`config.mk`:
```
export PLATFORM = sky130hd
export DESIGN_NAME = nand_command_cycle_sequencer_flat
export DESIGN_NICKNAME = d
export VERILOG_FILES = /design/src/rtl/nccs_pkg.sv /design/src/rtl/nccs_if.sv /design/src/rtl/nand_command_cycle_sequencer.sv /design/src/rtl/nccs_front.sv /design/src/rtl/nccs_queue.sv /design/src/rtl/nccs_back.sv /design/src/flat_wrapper.sv
export SDC_FILE = /design/constraint.sdc
export NUM_CORES = 1
export LEC_CHECK = 0
export ABC_AREA = 1
export BUFFER_PORTS_ARGS = -buffer_cell sky130_fd_sc_hd__buf_2
export CAP_MARGIN = 5
export CORE_MARGIN = 3
export CORE_UTILIZATION = 52
export CTS_CLUSTER_DIAMETER = 200
export DETAILED_ROUTE_END_ITERATION = 6
export PLACE_DENSITY = 0.74
export SETUP_SLACK_MARGIN = 0.3
export SLEW_MARGIN = 20
export SYNTH_ARGS = -nofsm -noshare
export SYNTH_HDL_FRONTEND = slang
export SYNTH_SLANG_ARGS = --single-unit
```
`constraint.sdc`:
```
create_clock -name clk -period 3.4 [get_ports clk]
set_input_delay 0.68 -clock clk [delete_from_list [all_inputs] [get_ports clk]]
set_output_delay 0.68 -clock clk [all_outputs]
set_load 0.05 [all_outputs]
```
`src/rtl/nccs_pkg.sv`:
```
package nccs_pkg;

    localparam logic [7:0] CMD_READ0       = 8'h00;
    localparam logic [7:0] CMD_READ1       = 8'h01;
    localparam logic [7:0] CMD_RNDOUT      = 8'h05;
    localparam logic [7:0] CMD_PAGEPROG    = 8'h10;
    localparam logic [7:0] CMD_CACHEDPROG  = 8'h15;
    localparam logic [7:0] CMD_READSTART   = 8'h30;
    localparam logic [7:0] CMD_READOOB     = 8'h50;
    localparam logic [7:0] CMD_ERASE1      = 8'h60;
    localparam logic [7:0] CMD_STATUS      = 8'h70;
    localparam logic [7:0] CMD_SEQIN       = 8'h80;
    localparam logic [7:0] CMD_RNDIN       = 8'h85;
    localparam logic [7:0] CMD_ERASE2      = 8'hD0;
    localparam logic [7:0] CMD_RNDOUTSTART = 8'hE0;

    localparam logic [15:0] HALF_POINTER         = 16'd256;
    localparam logic [3:0]  SMALL_PAGE_SHIFT_MAX = 4'd9;
    localparam logic [5:0]  SMALL_THIRD_BITS     = 6'd25;
    localparam logic [5:0]  LARGE_THIRD_BITS     = 6'd27;

    localparam int CFG_INDEX_W = 2;
    localparam int CFG_DATA_W  = 6;
    localparam logic [CFG_INDEX_W-1:0] CFG_CHIP_KNOWN  = 2'd0;
    localparam logic [CFG_INDEX_W-1:0] CFG_PAGE_SHIFT  = 2'd1;
    localparam logic [CFG_INDEX_W-1:0] CFG_CHIP_SHIFT  = 2'd2;

    localparam int QUEUE_DEPTH = 2;

    typedef enum logic [1:0] {
        KIND_WAIT_READY = 2'd0,
        KIND_COMMAND    = 2'd1,
        KIND_ADDRESS    = 2'd2,
        KIND_WAIT_DONE  = 2'd3
    } kind_t;

    typedef enum logic [3:0] {
        PH_READY = 4'd0,
        PH_PTR   = 4'd1,
        PH_CMD   = 4'd2,
        PH_COL0  = 4'd3,
        PH_COL1  = 4'd4,
        PH_PG0   = 4'd5,
        PH_PG1   = 4'd6,
        PH_PG2   = 4'd7,
        PH_POST  = 4'd8,
        PH_DONE  = 4'd9
    } phase_t;

    localparam int NUM_PHASES = 10;

    typedef struct packed {
        logic        has_ptr;
        logic [7:0]  ptr_byte;
        logic [7:0]  cmd_byte;
        logic [1:0]  col_n;
        logic [15:0] col_word;
        logic        page_ok;
        logic        page_third;
        logic [23:0] page;
        logic        has_post;
        logic [7:0]  post_byte;
        logic        finish_wait;
    } nccs_desc_t;

    typedef struct packed {
        logic       full;
        logic       empty;
        logic [1:0] count;
        logic       push;
        logic       pop;
    } nccs_q_stat_t;

endpackage

```
`src/rtl/nccs_if.sv`:
```
interface nccs_req_if;
    logic        valid;
    logic        ready;
    logic [7:0]  command;
    logic [14:0] column;
    logic        column_valid;
    logic [23:0] page_address;
    logic        page_valid;

    modport source(output valid, command, column, column_valid, page_address, page_valid,
                   input ready);
    modport sink(input valid, command, column, column_valid, page_address, page_valid,
                 output ready);
endinterface

interface nccs_cyc_if;
    logic       valid;
    logic       ready;
    logic [1:0] cycle_kind;
    logic [7:0] bus_byte;
    logic       last;

    modport source(output valid, cycle_kind, bus_byte, last, input ready);
    modport sink(input valid, cycle_kind, bus_byte, last, output ready);
endinterface

```
`src/rtl/nand_command_cycle_sequencer.sv`:
```
// nand command cycle sequencer
// req channel: one transfer per request (command, column, page address and
//   their valid flags); cyc channel: one transfer per flash bus cycle, with
//   cycle_kind, bus_byte and last marking the final cycle of a request
// cfg port: cfg_we with cfg_index 0 chip_known, 1 page_shift, 2 chip_shift;
//   write only while no request is in flight
// a request becomes 2 to 9 bus cycles; the back sequencer emits one cycle
//   per clock unless the sink stalls, and the next request follows with no gap
// the first cycle of a request passes the queue entry and the output
//   register before it is presented on cyc
// a two-entry queue parts the classifier from the sequencer, so requests are
//   taken while cycles wait on the sink; with chip_known low a request is
//   taken and yields no cycles
// when the sink stalls the output register holds, the sequencer halts, the
//   queue fills and then req.ready drops
// reset: queue empty, no cycle pending, chip_known 0, page_shift 11,
//   chip_shift 28
module nand_command_cycle_sequencer (
    input  logic                             clk,
    input  logic                             rst_n,
    nccs_req_if.sink                         req,
    nccs_cyc_if.source                       cyc,
    input  logic                             cfg_we,
    input  logic [nccs_pkg::CFG_INDEX_W-1:0] cfg_index,
    input  logic [nccs_pkg::CFG_DATA_W-1:0]  cfg_data
);
    import nccs_pkg::*;

    nccs_desc_t   wr_desc;
    nccs_desc_t   head;
    nccs_q_stat_t q_stat;
    logic         push;
    logic         pop;

    nccs_front u_front (
        .clk       (clk),
        .rst_n     (rst_n),
        .req       (req),
        .cfg_we    (cfg_we),
        .cfg_index (cfg_index),
        .cfg_data  (cfg_data),
        .q_full    (q_stat.full),
        .push      (push),
        .desc      (wr_desc)
    );

    nccs_queue u_queue (
        .clk     (clk),
        .rst_n   (rst_n),
        .push    (push),
        .wr_desc (wr_desc),
        .pop     (pop),
        .head    (head),
        .stat    (q_stat)
    );

    nccs_back u_back (
        .clk     (clk),
        .rst_n   (rst_n),
        .head    (head),
        .q_empty (q_stat.empty),
        .pop     (pop),
        .cyc     (cyc)
    );

    assert property (@(posedge clk) disable iff (!rst_n)
        q_stat.count <= 2'(QUEUE_DEPTH))
        else $error("queue count beyond depth");

    assert property (@(posedge clk) disable iff (!rst_n)
        pop |-> !q_stat.empty)
        else $error("request retired from empty queue");

    assert property (@(posedge clk) disable iff (!rst_n)
        (cyc.valid && cyc.ready && cyc.last) ##1 (cyc.valid && cyc.ready)
        |-> (cyc.cycle_kind == KIND_WAIT_READY) || $past(cyc.valid && cyc.ready && cyc.last) == 1'b0
        || !$past(cyc.last))
        else $error("request run does not open with wait ready");

    assert property (@(posedge clk) disable iff (!rst_n)
        cyc.valid && ((cyc.cycle_kind == KIND_WAIT_READY) || (cyc.cycle_kind == KIND_WAIT_DONE))
        |-> cyc.bus_byte == 8'h00)
        else $error("wait cycle drives a nonzero byte");
endmodule

```
`src/rtl/nccs_front.sv`:
```
module nccs_front (
    input  logic                              clk,
    input  logic                              rst_n,
    nccs_req_if.sink                          req,
    input  logic                              cfg_we,
    input  logic [nccs_pkg::CFG_INDEX_W-1:0]  cfg_index,
    input  logic [nccs_pkg::CFG_DATA_W-1:0]   cfg_data,
    input  logic                              q_full,
    output logic                              push,
    output nccs_pkg::nccs_desc_t              desc
);
    import nccs_pkg::*;

    logic       chip_known_reg;
    logic [3:0] page_shift_reg;
    logic [5:0] chip_shift_reg;

    logic        small_mode;
    logic [15:0] psize;
    logic [15:0] col16;
    logic [7:0]  cmd_eff;

    always_ff @(posedge clk or negedge rst_n)
    begin
        if (!rst_n)
        begin
            chip_known_reg <= 1'b0;
            page_shift_reg <= 4'd11;
            chip_shift_reg <= 6'd28;
        end
        else if (cfg_we)
        begin
            unique case (cfg_index)
                CFG_CHIP_KNOWN: chip_known_reg <= cfg_data[0];
                CFG_PAGE_SHIFT: page_shift_reg <= cfg_data[3:0];
                CFG_CHIP_SHIFT: chip_shift_reg <= cfg_data;
                default:        ;
            endcase
        end
    end

    // unknown chip: transfer is taken and dropped
    assign req.ready = !q_full;
    assign push      = req.valid && !q_full && chip_known_reg;

    assign small_mode = page_shift_reg <= SMALL_PAGE_SHIFT_MAX;
    assign psize      = 16'd1 << page_shift_reg;
    assign col16      = {1'b0, req.column};

    always_comb
    begin
        desc             = '0;
        cmd_eff          = req.command;
        desc.col_word    = col16;
        desc.page        = req.page_address;
        desc.page_ok     = req.page_valid;
        desc.ptr_byte    = CMD_READ0;
        desc.post_byte   = CMD_READSTART;
        desc.finish_wait = 1'b1;
        if (small_mode)
        begin
            desc.has_ptr    = req.command == CMD_SEQIN;
            desc.col_n      = req.column_valid ? 2'd1 : 2'd0;
            desc.page_third = chip_shift_reg > SMALL_THIRD_BITS;
            // pointer command picks the area the column falls in
            if (desc.has_ptr && req.column_valid)
            begin
                if (col16 >= psize)
                begin
                    desc.col_word = col16 - psize;
                    desc.ptr_byte = CMD_READOOB;
                end
                else if (col16 >= HALF_POINTER)
                begin
                    desc.col_word = col16 - HALF_POINTER;
                    desc.ptr_byte = CMD_READ1;
                end
            end
            unique case (req.command) inside
                CMD_PAGEPROG, CMD_ERASE1, CMD_ERASE2, CMD_SEQIN, CMD_STATUS:
                    desc.finish_wait = 1'b0;
                default:
                    desc.finish_wait = 1'b1;
            endcase
        end
        else
        begin
            // spare read maps onto read0 past the data area
            if (req.command == CMD_READOOB)
            begin
                cmd_eff       = CMD_READ0;
                desc.col_word = col16 + psize;
            end
            desc.col_n      = req.column_valid ? 2'd2 : 2'd0;
            desc.page_third = chip_shift_reg > LARGE_THIRD_BITS;
            unique case (cmd_eff) inside
                CMD_CACHEDPROG, CMD_PAGEPROG, CMD_ERASE1, CMD_ERASE2, CMD_SEQIN,
                CMD_RNDIN, CMD_STATUS:
                    desc.finish_wait = 1'b0;
                CMD_RNDOUT:
                begin
                    desc.has_post    = 1'b1;
                    desc.post_byte   = CMD_RNDOUTSTART;
                    desc.finish_wait = 1'b0;
                end
                CMD_READ0:
                begin
                    desc.has_post  = 1'b1;
                    desc.post_byte = CMD_READSTART;
                end
                default:
                    desc.finish_wait = 1'b1;
            endcase
        end
        desc.cmd_byte = cmd_eff;
    end
endmodule

```
`src/rtl/nccs_queue.sv`:
```
module nccs_queue (
    input  logic                   clk,
    input  logic                   rst_n,
    input  logic                   push,
    input  nccs_pkg::nccs_desc_t   wr_desc,
    input  logic                   pop,
    output nccs_pkg::nccs_desc_t   head,
    output nccs_pkg::nccs_q_stat_t stat
);
    import nccs_pkg::*;

    nccs_desc_t entry_reg [QUEUE_DEPTH];
    logic       wr_ptr_reg, wr_ptr_next;
    logic       rd_ptr_reg, rd_ptr_next;
    logic [1:0] count_reg, count_next;
    logic       do_push, do_pop;

    assign stat.full  = count_reg == 2'(QUEUE_DEPTH);
    assign stat.empty = count_reg == 2'd0;
    assign stat.count = count_reg;
    assign do_push    = push && !stat.full;
    assign do_pop     = pop && !stat.empty;
    assign stat.push  = do_push;
    assign stat.pop   = do_pop;
    assign head       = entry_reg[rd_ptr_reg];

    always_comb
    begin
        wr_ptr_next = do_push ? ~wr_ptr_reg : wr_ptr_reg;
        rd_ptr_next = do_pop ? ~rd_ptr_reg : rd_ptr_reg;
        count_next  = count_reg + 2'(do_push) - 2'(do_pop);
    end

    always_ff @(posedge clk or negedge rst_n)
    begin
        if (!rst_n)
        begin
            wr_ptr_reg <= 1'b0;
            rd_ptr_reg <= 1'b0;
            count_reg  <= 2'd0;
        end
        else
        begin
            wr_ptr_reg <= wr_ptr_next;
            rd_ptr_reg <= rd_ptr_next;
            count_reg  <= count_next;
        end
    end

    always_ff @(posedge clk)
    begin
        if (do_push)
            entry_reg[wr_ptr_reg] <= wr_desc;
    end
endmodule

```
`src/rtl/nccs_back.sv`:
```
module nccs_back (
    input  logic                 clk,
    input  logic                 rst_n,
    input  nccs_pkg::nccs_desc_t head,
    input  logic                 q_empty,
    output logic                 pop,
    nccs_cyc_if.source           cyc
);
    import nccs_pkg::*;

    phase_t     state_reg, state_next;
    phase_t     found;
    logic       any_after;
    logic       advance;
    logic [NUM_PHASES-1:0] present;

    logic       out_valid_reg, out_valid_next;
    kind_t      kind_reg, kind_next;
    logic [7:0] byte_reg, byte_next;
    logic       last_reg, last_next;

    assign advance = !q_empty && (!out_valid_reg || cyc.ready);
    assign pop     = advance && !any_after;

    always_comb
    begin
        present           = '0;
        present[PH_READY] = 1'b1;
        present[PH_PTR]   = head.has_ptr;
        present[PH_CMD]   = 1'b1;
        present[PH_COL0]  = head.col_n != 2'd0;
        present[PH_COL1]  = head.col_n == 2'd2;
        present[PH_PG0]   = head.page_ok;
        present[PH_PG1]   = head.page_ok;
        present[PH_PG2]   = head.page_ok && head.page_third;
        present[PH_POST]  = head.has_post;
        present[PH_DONE]  = head.finish_wait;
    end

    // lowest present phase above the current one
    always_comb
    begin
        found     = PH_READY;
        any_after = 1'b0;
        for (int i = NUM_PHASES - 1; i >= 0; i--)
        begin
            if (present[i] && (4'(i) > state_reg))
            begin
                found     = phase_t'(4'(i));
                any_after = 1'b1;
            end
        end
    end

    always_comb
    begin
        state_next = state_reg;
        if (advance)
            state_next = any_after ? found : PH_READY;
    end

    always_comb
    begin
        kind_next      = kind_reg;
        byte_next      = byte_reg;
        last_next      = last_reg;
        out_valid_next = out_valid_reg && !cyc.ready;
        if (advance)
        begin
            out_valid_next = 1'b1;
            last_next      = !any_after;
            unique case (state_reg)
                PH_READY: begin kind_next = KIND_WAIT_READY; byte_next = 8'h00; end
                PH_PTR:   begin kind_next = KIND_COMMAND; byte_next = head.ptr_byte; end
                PH_CMD:   begin kind_next = KIND_COMMAND; byte_next = head.cmd_byte; end
                PH_COL0:  begin kind_next = KIND_ADDRESS; byte_next = head.col_word[7:0]; end
                PH_COL1:  begin kind_next = KIND_ADDRESS; byte_next = head.col_word[15:8]; end
                PH_PG0:   begin kind_next = KIND_ADDRESS; byte_next = head.page[7:0]; end
                PH_PG1:   begin kind_next = KIND_ADDRESS; byte_next = head.page[15:8]; end
                PH_PG2:   begin kind_next = KIND_ADDRESS; byte_next = head.page[23:16]; end
                PH_POST:  begin kind_next = KIND_COMMAND; byte_next = head.post_byte; end
                PH_DONE:  begin kind_next = KIND_WAIT_DONE; byte_next = 8'h00; end
                default:  begin kind_next = KIND_WAIT_READY; byte_next = 8'h00; end
            endcase
        end
    end

    always_ff @(posedge clk or negedge rst_n)
    begin
        if (!rst_n)
        begin
            state_reg     <= PH_READY;
            out_valid_reg <= 1'b0;
        end
        else
        begin
            state_reg     <= state_next;
            out_valid_reg <= out_valid_next;
        end
    end

    always_ff @(posedge clk)
    begin
        kind_reg <= kind_next;
        byte_reg <= byte_next;
        last_reg <= last_next;
    end

    assign cyc.valid      = out_valid_reg;
    assign cyc.cycle_kind = kind_reg;
    assign cyc.bus_byte   = byte_reg;
    assign cyc.last       = last_reg;
endmodule
```
`src/flat_wrapper.sv`:
```
// flat-port wrapper written by rule: the top's interface ports become plain ports
module nand_command_cycle_sequencer_flat import nccs_pkg::*;
  (clk, rst_n, cfg_we, cfg_index, cfg_data, req_valid, req_command, req_column, req_column_valid, req_page_address, req_page_valid, req_ready, cyc_valid, cyc_cycle_kind, cyc_bus_byte, cyc_last, cyc_ready);
  nccs_req_if req_i ();
  nccs_cyc_if cyc_i ();
  input  logic clk;
  input  logic rst_n;
  input  logic cfg_we;
  input  logic [nccs_pkg::CFG_INDEX_W-1:0] cfg_index;
  input  logic [nccs_pkg::CFG_DATA_W-1:0] cfg_data;
  input wire logic [$bits(req_i.valid)-1:0] req_valid;
  input wire logic [$bits(req_i.command)-1:0] req_command;
  input wire logic [$bits(req_i.column)-1:0] req_column;
  input wire logic [$bits(req_i.column_valid)-1:0] req_column_valid;
  input wire logic [$bits(req_i.page_address)-1:0] req_page_address;
  input wire logic [$bits(req_i.page_valid)-1:0] req_page_valid;
  output wire logic [$bits(req_i.ready)-1:0] req_ready;
  output wire logic [$bits(cyc_i.valid)-1:0] cyc_valid;
  output wire logic [$bits(cyc_i.cycle_kind)-1:0] cyc_cycle_kind;
  output wire logic [$bits(cyc_i.bus_byte)-1:0] cyc_bus_byte;
  output wire logic [$bits(cyc_i.last)-1:0] cyc_last;
  input wire logic [$bits(cyc_i.ready)-1:0] cyc_ready;
  assign req_i.valid = req_valid;
  assign req_i.command = req_command;
  assign req_i.column = req_column;
  assign req_i.column_valid = req_column_valid;
  assign req_i.page_address = req_page_address;
  assign req_i.page_valid = req_page_valid;
  assign req_ready = req_i.ready;
  assign cyc_valid = cyc_i.valid;
  assign cyc_cycle_kind = cyc_i.cycle_kind;
  assign cyc_bus_byte = cyc_i.bus_byte;
  assign cyc_last = cyc_i.last;
  assign cyc_i.ready = cyc_ready;
  nand_command_cycle_sequencer u_core (.clk(clk), .rst_n(rst_n), .req(req_i), .cyc(cyc_i), .cfg_we(cfg_we), .cfg_index(cfg_index), .cfg_data(cfg_data));
endmodule
```
### Yosys cells after proc, flatten, opt, wreduce, memory -nomap -nowiden

Memories as Yosys holds them, arrays and structs flattened.
Index checks and enable logic that the tools add are counted.

* $add $sub $neg: 5
* order comparisons: 15
* eq/ne operators: 27
* shift-type cells: 1
* mux-type cells: 46
* bitwise operators: 2
* reduce and logical (&&, ||, !) cells: 34

Operators by type and width (number)
* two-way mux 16 bit: 4
* one-hot mux 8 bit (8 select lines): 1
* two-way mux 4 bit: 11
* equality test 8 x 7 -> 1 bit, second input constant: 5
* equality test 8 bit, second input constant: 5
* equality test 8 x 5 -> 1 bit, second input constant: 3
* two-way mux 8 bit: 3
* two-way mux 1 bit: 19
* two-way mux 18 bit: 1
* two-way mux 9 bit: 2
* one-hot mux 9 bit (2 select lines): 1
* logical AND 1 bit: 17
* adder 15 x 16 -> 16 bit: 1
* equality test 4 x 3 -> 1 bit, second input constant: 4
* greater-or-equal comparator 15 x 16 -> 1 bit: 1
* greater-than comparator 3 x 4 -> 1 bit, first input constant: 4
* << shifter 1 x 4 -> 16 bit, first input constant: 1
* subtractor 15 x 16 -> 16 bit: 1
* subtractor 15 x 9 -> 16 bit, second input constant: 1
* greater-or-equal comparator 15 x 9 -> 1 bit, second input constant: 1
* two-way mux 7 bit: 2
* greater-than comparator 6 x 5 -> 1 bit, second input constant: 2
* OR reduction 5 bit: 2
* equality test 4 x 2 -> 1 bit, second input constant: 2
* other kinds (22): 36

* flip-flop bits (word level): 31
* bits in writable memories: 142
* memories kept: 1

Memories
* u_core.u_queue.entry_reg: depth 2, width 71, rd ports 1, clocked after memory_dff 0, write ports 1, RTL line nccs_queue.sv:12 `nccs_desc_t entry_reg [QUEUE_DEPTH];`

### Longest topological paths before layout

Gate-level depths: netlist of the first run.

* depth in word-level cells: 16
* gate-level depth with buffers: 20
* gate-level depth less buffers: 19

### By module

Synthesis of the first run repeated with hierarchy kept, for this count alone.

* cell total of the unflattened synthesis: 1289
* area total of the unflattened synthesis: 10598.9 µm²

Modules (own cells, without submodules)
* nccs_queue: times used 1, cells an instance 407, area an instance 5449.0 µm²
* nccs_front: times used 1, cells an instance 707, area an instance 3952.5 µm²
* nccs_back: times used 1, cells an instance 175, area an instance 1197.4 µm²

### Worst setup path before layout of the first run

OpenSTA, ideal clock, no wires.

* kind: flip-flop to flip-flop
* start point: reg u_core.u_queue.count_reg[1]
* end point: mem u_core.u_queue.entry_reg[0][0] (netlist bit) (enable)
* arrival time: 3539 ps
* required time: 2924 ps
* path slack: -615 ps
* stages on the path, launching flop included: 4
* path through: dfrtp_1 nand2_1 nand3_1 nor2_1

* cells in the longest elaborated chain, start to end: 7

Ends and longest elaborated chain
* start: declaration: RTL line nccs_queue.sv:15 `logic [1:0] count_reg, count_next;`
* start signal: assignment: RTL line nccs_queue.sv:46 `count_reg <= count_next;`
* equality test 2 bit *: RTL line nccs_queue.sv:18 `assign stat.full = count_reg == 2'(QUEUE_DEPTH);`
* zero test 1 bit *
* named net req_ready: RTL line flat_wrapper.sv:17 `output wire logic [$bits(req_i.ready)-1:0] req_ready;`
* logical AND 1 bit (2 in series): RTL line nccs_front.sv:44 `assign push = req.valid && !q_full && chip_known_reg;`
* logical AND 1 bit *: RTL line nccs_queue.sv:21 `assign do_push = push && !stat.full;`
* two-way mux 1 bit *: RTL line nccs_queue.sv:52 `if (do_push)`
* two-way mux 1 bit (implied by the code) *: RTL line nccs_queue.sv:53 `entry_reg[wr_ptr_reg] <= wr_desc;`
* end: declaration: RTL line nccs_queue.sv:12

The timed path passes the listed nets; every way through them passes the cells marked *.

==> run summary, run 1 <==
* cell depth of the worst flop-to-flop path: 16
* wire length per cell: 16.9 um
* Post-Route Setup TNS: 0 ps
* IR Drop Worst-Case VDD: 0.508 mV
* Post-Layout Cell Count: 1331
* worst slack on hold paths: 201 ps
* Synth Area in Compound Gates: 9.54%
* largest family of logic cells by synthesized area: simple AND/OR/NAND/NOR gates
* Worst Max-Slew Pin Slew: 1090 ps
* worst clock skew: 11.3 ps
* input/output buffers: 74
* synthesized net count: 1124
* max reg flops: 118
* via count of the first global-routing pass: 7009
* clock period minus worst slack: 2930 ps
* post-detailed-placement half-perimeter wirelength: 16900 um
* mean cell area of the mapped netlist: 8.58 um2
* worst r2r src: u_core.u_front.page_shift_reg[2]$_DFFE_PN0P_
* total iterations of the first detailed-routing run: 5
* vertical die dimension: 136 um
* warning count from the yosys run: 0
* global-route usage over all layers: 25.3%
* clock buffer depth: 2
* CTS tree: done
* Yosys cell types: 55
* crit path kind: reg2reg
* floorplan row count: 46
* global-route wire length before repair: 36000 um
* count of boundary I/O pins: 75
* cts hold-fix bufs: 0
* worst reg-to-reg setup slack: 470 ps
* clock-pin slew on the worst setup and hold paths: 70 ps
* data arrival time of the critical path: 3070 ps
* initial standard-cell utilization of the core: 54.2%
* highest clock frequency the design can meet: 0.341 GHz
* synthesized instance count: 1026
* area delta synth->final: 14.6%
* worst flop-to-flop path endpoint: u_core.u_queue.entry_reg[1][40]$_DFFE_PP_
* H-tree depth reported by CTS: 4
* kind of launch point of the worst setup path: register
* Cell Pwr Density: 651 nW/um2
* die outline area: 18500 um2
* cts bufs inserted: 17
* pin count of the biggest net entering global routing: 60
* number of remaining DRC errors: 0
* Vias per Instance: 5.46
* Post-Route WL: 22500 um
* fraction of final layout cells with drive strength greater than 1: 18.2%
* setup repair after global routing missed its margin: no
* antenna diode count: 0
* leakage power figure: 0.00438 uW
* worst-path maximum fanout: 10
* result of the run: finished clean
* post-synthesis share of cell area spent on and, or, nand and nor gates: 26.6%
* antenna violations before repair: 0
* part of the cycle the worst path needs: 86.2%
* root buffer cell: clkbuf_16
* placement-stage cell area: 9380 um2
* WP data required: 3540 ps
* remaining antenna violation count: 0
* Chip Width: 136 um
* tightest slew margin relative to the limit: 26.5%
* netlist area before placement: 8800 um2
* area of the core: 16200 um2
* type of the tightest min-delay check: in2async
* sinks on the clock net: 148
* kind of end point of the critical path: register
* worst setup slack before clock tree synthesis: 278 ps
* Design Area, Final: 10100 um2
* detailed-route via count: 7265
* number of synthesized flops with an enable pin: 129
* fraction of the mapped netlist area in adder cells: 5.29%
* final setup violating endpoints: 0
* clock latency of the later-clocked register in the worst-skew pair: 420 ps
* total number of nets in the final design: 1200
* Placed Instances: 1296
* DRT iter0 DRCs: 583
* global placement routability congestion: 1.03
* Slew Viols, Final: 0
* final worst-path setup slack: 470 ps
* multiplexer share of the synthesized area: 0.625%
* most common flop cell mapped by yosys: edfxtp_1
* sequential cell area fraction in the yosys report: 49.5%
* flop and latch count out of synthesis: 148
* count of maximum capacitance violations: 0
* total count of hold-check failures in the final report: 0
* async set-or-reset flop fraction in the synthesized netlist: 12.8%
* synthesized-area fraction occupied by xor and xnor cells: 1.39%
* total gr overflow: 0
worst max path at each step:
stage,slack [ps],to,from
global route,280,u_core.u_queue.entry_reg[0][45]$_DFFE_PP_,u_core.u_front.page_shift_reg[2]$_DFFE_PN0P_
global placement,330,u_core.u_queue.entry_reg[0][37]$_DFFE_PP_,u_core.u_front.page_shift_reg[2]$_DFFE_PN0P_
finish,470,u_core.u_queue.entry_reg[1][40]$_DFFE_PP_,u_core.u_front.page_shift_reg[2]$_DFFE_PN0P_
detailed placement,280,u_core.u_queue.entry_reg[1][37]$_DFFE_PP_,u_core.u_front.page_shift_reg[2]$_DFFE_PN0P_
CTS,310,u_core.u_queue.entry_reg[1][40]$_DFFE_PP_,u_core.u_front.page_shift_reg[2]$_DFFE_PN0P_
floorplan,-620,u_core.u_queue.entry_reg[0][0]$_DFFE_PP_,u_core.u_queue.count_reg[1]$_DFF_PN0_
area by class of cell:
| cell class | instances | area, um2 |
|---|---|---|
| Multi-Input combinational cell | 728 | 3900 |
| Inverter | 123 | 469 |
| Clock buffer | 17 | 425 |
| Tap cell | 216 | 270 |
| Clock inverter | 15 | 191 |
| Sequential cell | 148 | 4360 |
| Fill cell | 1379 | 6140 |
| Timing Repair Buffer | 84 | 470 |
where the power goes:
part           total [uW]  switching [uW]  internal, uW
registers            2500             164          2340
logic                2110            1520           590
clock network        1950             772          1170
total                6560            2460          4100
kinds of logic after synthesis:
family / after synthesis
fa+ha+maj: 36
compound gates: 147
simple gates: 526
xor+xnor: 14
flops: 148
buf+inv: 150
mux: 5
routing by layer:
metal / vias up / routed length, um / global-route usage [%]
li1: 3592 / - / -
met1: 3310 / 9560 / 33.4
met2: 308 / 10600 / 41.0
met3: 55 / 1460 / 4.07
met4: 0 / 875 / 11.9
met5: - / 0 / 0
cell usage after synthesis (11+ instances only):
cell	number	share of area, %
inv_1	104	4.4
nor3_1	11	0.63
dfrtp_1	13	3.7
ha_1	34	4.8
nand4_1	16	1.1
nor2_1	77	3.3
inv_2	15	0.64
nand3_1	76	4.3
o21ai_0	44	2.5
nand2_1	299	13
nand2_2	11	0.78
edfxtp_1	129	44
a21oi_1	67	3.8
layout by cell type (no fill, tap or decap), drive strengths merged, types with 2 or more instances in the layout:
master,synthesis,routed
nor4,6,6
inv,121,129
or2,4,4
o22ai,2,2
nor3,14,14
nor2,87,87
dfrtp,13,13
clkbuf,10,17
clkinv,2,4
o21bai,5,5
o2111ai,2,2
mux2,4,4
edfxtp,129,129
o21ai,50,50
nand4,16,16
ha,34,34
clkinvlp,0,2
xor2,10,10
bufinv,0,3
fa,2,2
nand2,317,317
a211oi,3,3
nand3,77,77
a21oi,70,70
xnor2,4,4
a221oi,3,3
nand3b,3,3
o211ai,7,7
buf,17,84
dfstp,6,6
repair_timing:
item                                    in CTS  in global routing
buffers inserted                             0                  3
resized for setup                            1                 17
endpoints found under the hold margin        0                  0
endpoints found under the setup margin      13                 36
worst max-delay path: stages, from the launching register on:
cell	delay (ps)
dfrtp_2	470
nor2_4	130
nand2_1	100
nor2_2	170
ha_1	200
inv_1	70
fa_1	420
nand3_1	90
nand2_1	130
nand2_2	120
nand3_2	120
nand2_4	140
nand2_8	100
nand2_4	120
inv_2	80
nand2_1	70
nand3_1	120
metrics by stage:
stage	util, %	total power [uW]
5_1_grt	62.2	6950
3_5_place_dp	57.8	4610
4_1_cts	61.6	6560
2_1_floorplan	-	4050
6_report	62.2	6560
3_3_place_gp	57.8	4580
Note: power is estimated with default switching activity, not from simulation.
==> inputs of run 2 (changes only) <==
--- a/config.mk
+++ b/config.mk
@@ -9,10 +9,10 @@
 export BUFFER_PORTS_ARGS = -buffer_cell sky130_fd_sc_hd__buf_2
 export CAP_MARGIN = 5
 export CORE_MARGIN = 3
-export CORE_UTILIZATION = 52
+export CORE_UTILIZATION = 30
 export CTS_CLUSTER_DIAMETER = 200
 export DETAILED_ROUTE_END_ITERATION = 6
-export PLACE_DENSITY = 0.74
+export MAX_ROUTING_LAYER = met4
 export SETUP_SLACK_MARGIN = 0.3
 export SLEW_MARGIN = 20
 export SYNTH_ARGS = -nofsm -noshare
==> run 2 against run 1 <==
Compared with the run above:
- maximum frequency is 0.28% lower
- largest cell class unchanged
- first-iteration DRC count down 7.9%
- clock-buffer cell count unchanged
- sequential power is essentially flat
- clock skew is 2.6 ps higher
- critical endpoint is now u_core.u_queue.entry_reg[0][39]$_DFFE_PP_
- non-clock buffer count up 6
==> run summary, run 2 (synthesis results as in run 1) <==
* global-route wire length before repair: 39100 um, was 36000 um
* DRT iter0 DRCs: 537, was 583
* Placed Instances: 1470, was 1296
* cell depth of the worst flop-to-flop path: 15, was 16
* H-tree depth reported by CTS: 4, unchanged
* Post-Layout Cell Count: 1505, was 1331
* antenna violations before repair: 0, unchanged
* most common library cell in the layout ignoring fill and taps: nand2_1, unchanged
* Chip Width: 177 um, was 136 um
* final setup violating endpoints: 0, unchanged
* data arrival time of the critical path: 3090 ps, was 3070 ps
* clock-pin slew on the worst setup and hold paths: 70 ps, about the same
* worst slack on hold paths: 213 ps, was 201 ps
* setup repair after global routing missed its margin: no, unchanged
* initial standard-cell utilization of the core: 30.6%, was 54.2%
* kind of launch point of the worst setup path: register, unchanged
* worst flop-to-flop path endpoint: u_core.u_queue.entry_reg[0][39]$_DFFE_PP_, was u_core.u_queue.entry_reg[1][40]$_DFFE_PP_
* Design Area, Final: 10300 um2, was 10100 um2
* max reg flops: 118, unchanged
* worst clock skew: 14.0 ps, was 11.3 ps
* area delta synth->final: 17.4%, was 14.6%
* area taken by flip-flops and latches: 4360 um2, unchanged
* fraction of final layout cells with drive strength greater than 1: 19.6%, was 18.2%
* CTS tree: done, unchanged
* worst r2r src: u_core.u_front.page_shift_reg[3]$_DFFE_PN1P_, was u_core.u_front.page_shift_reg[2]$_DFFE_PN0P_
* Post-Route WL: 25400 um, was 22500 um
* pin count of the biggest net entering global routing: 60, unchanged
* final worst-path setup slack: 462 ps, was 470 ps
* placement-stage cell area: 9630 um2, was 9380 um2
* floorplan row count: 62, was 46
* crit path kind: reg2reg, unchanged
* wire length per cell: 16.8 um, was 16.9 um
* global placement routability congestion: 1.02, was 1.03
* crit path launch: u_core.u_front.page_shift_reg[3]$_DFFE_PN1P_, was u_core.u_front.page_shift_reg[2]$_DFFE_PN0P_
* detailed-route via count: 7322, was 7265
* Vias per Instance: 4.87, was 5.46
* worst-path maximum fanout: 10, unchanged
* leakage power figure: 0.00439 uW, was 0.00438 uW
* clock buffer depth: 2, unchanged
* input/output buffers: 74, unchanged
* most frequent cells in the layout: nand2_1 (298), edfxtp_1 (129), inv_1 (101), nand3_1 (75), buf_2 (74), was nand2_1 (298), edfxtp_1 (129), inv_1 (102), nand3_1 (75), buf_2 (74)
* number of fill cells: 2958, was 1379
* remaining antenna violation count: 0, unchanged
* Cell Pwr Density: 631 nW/um2, was 651 nW/um2
* post-detailed-placement half-perimeter wirelength: 19400 um, was 16900 um
* WP data required: 3550 ps, was 3540 ps
* final total power: 6520 uW, was 6560 uW
* tightest slew margin relative to the limit: 59.0%, was 26.5%
* highest clock frequency the design can meet: 0.340 GHz, was 0.341 GHz
* worst reg-to-reg setup slack: 460 ps, was 470 ps
* total count of hold-check failures in the final report: 0, unchanged
* vertical die dimension: 177 um, was 136 um
* via count of the first global-routing pass: 6961, was 7009
* total iterations of the first detailed-routing run: 5, unchanged
* clock period minus worst slack: 2940 ps, was 2930 ps
* Worst Max-Slew Pin Slew: 610 ps, was 1090 ps
* total number of nets in the final design: 1206, was 1200
* total gr overflow: 0, unchanged
* IR Drop Worst-Case VDD: 0.273 mV, was 0.508 mV
* Multi-input gate area: 3940 um2, was 3900 um2
* worst setup slack before clock tree synthesis: 136 ps, was 278 ps
* Slew Viols, Final: 0, unchanged
* count of boundary I/O pins: 75, unchanged
* clock latency of the later-clocked register in the worst-skew pair: 430 ps, was 420 ps
* type of the tightest min-delay check: in2async, unchanged
* global-route usage over all layers: 16.7%, was 25.3%
* result of the run: finished clean, unchanged
* count of maximum capacitance violations: 0, unchanged
* part of the cycle the worst path needs: 86.4%, was 86.2%
* antenna diode count: 0, unchanged
* kind of end point of the critical path: register, unchanged
* sinks on the clock net: 148, unchanged
* area of the core: 28800 um2, was 16200 um2
* root buffer cell: clkbuf_16, unchanged
* cts bufs inserted: 17, unchanged
* number of remaining DRC errors: 0, unchanged
* die outline area: 31400 um2, was 18500 um2
-- run 2: changes by cell type in the layout (fill, tap and decap cells not counted), moves of 3 or more --
cell	change
ha_2	+4
ha_1	-5
inv_8	+7
inv_6	-4
nor2_2	+3
nor2_1	-4
buf_4	+7
bufinv_16	-3
-- run 2: how the worst max path moves through the flow --
stage	to	depth (start not counted)	slack, ps
global placement	u_core.u_queue.entry_reg[1][43]$_DFFE_PP_	16	140
detailed placement	u_core.u_queue.entry_reg[1][43]$_DFFE_PP_	16	140
CTS	u_core.u_queue.entry_reg[0][38]$_DFFE_PP_	18	320
global route	u_core.u_queue.entry_reg[1][38]$_DFFE_PP_	15	300
finish	u_core.u_queue.entry_reg[0][39]$_DFFE_PP_	15	460
floorplan	u_core.u_queue.entry_reg[0][0]$_DFFE_PP_	3	-620
-- run 2: cell type report --
class | instances | area share, %
Tap cell | 384 | 4.65
Sequential cell | 148 | 42.2
Clock buffer | 17 | 4.12
Timing Repair Buffer | 90 | 4.87
Clock inverter | 15 | 1.51
Multi-Input combinational cell | 728 | 38.1
Inverter | 123 | 4.54
-- run 2: what timing repair did --
| action | CTS | global route |
|---|---|---|
| pin swaps | 0 | 1 |
| buffers inserted | 0 | 3 |
| endpoints found under the setup margin | 32 | 32 |
| hold buffers | 0 | 0 |
| gates resized for setup | 5 | 25 |
-- run 2: report_power, final --
| part | leakage, uW | switching, uW | internal (uW) |
|---|---|---|---|
| logic | 0.00272 | 1550 | 610 |
| clock network | 0.000283 | 859 | 986 |
| registers | 0.00139 | 182 | 2340 |
| total | 0.00439 | 2590 | 3930 |
-- run 2: worst max-delay path, cell delays in order (launching register included) --
cell	delay, ps
dfstp_2	630
inv_2	140
nor2_1	220
inv_1	70
ha_2	420
inv_2	110
nor2_4	120
inv_2	60
nor3_4	190
nand2_4	110
nand2_8	130
nand2_4	110
nand2_4	90
inv_4	60
nand2_2	60
o211ai_2	110
-- run 2: per-layer routing --
layer	share of wire (%)	track usage, %	up-vias
li1	-	-	3618
met4	2.1	4.22	0
met3	5.2	2.74	37
met1	46	22.5	3436
met5	0	-	-
met2	46	26.3	231
-- run 2: stage by stage --
stage	util, %	setup TNS (ps)
after floorplan	-	-72580
after CTS	35.5	0
final	35.9	0
after global routing	35.9	0
after global placement	33.4	0
after detailed placement	33.4	0
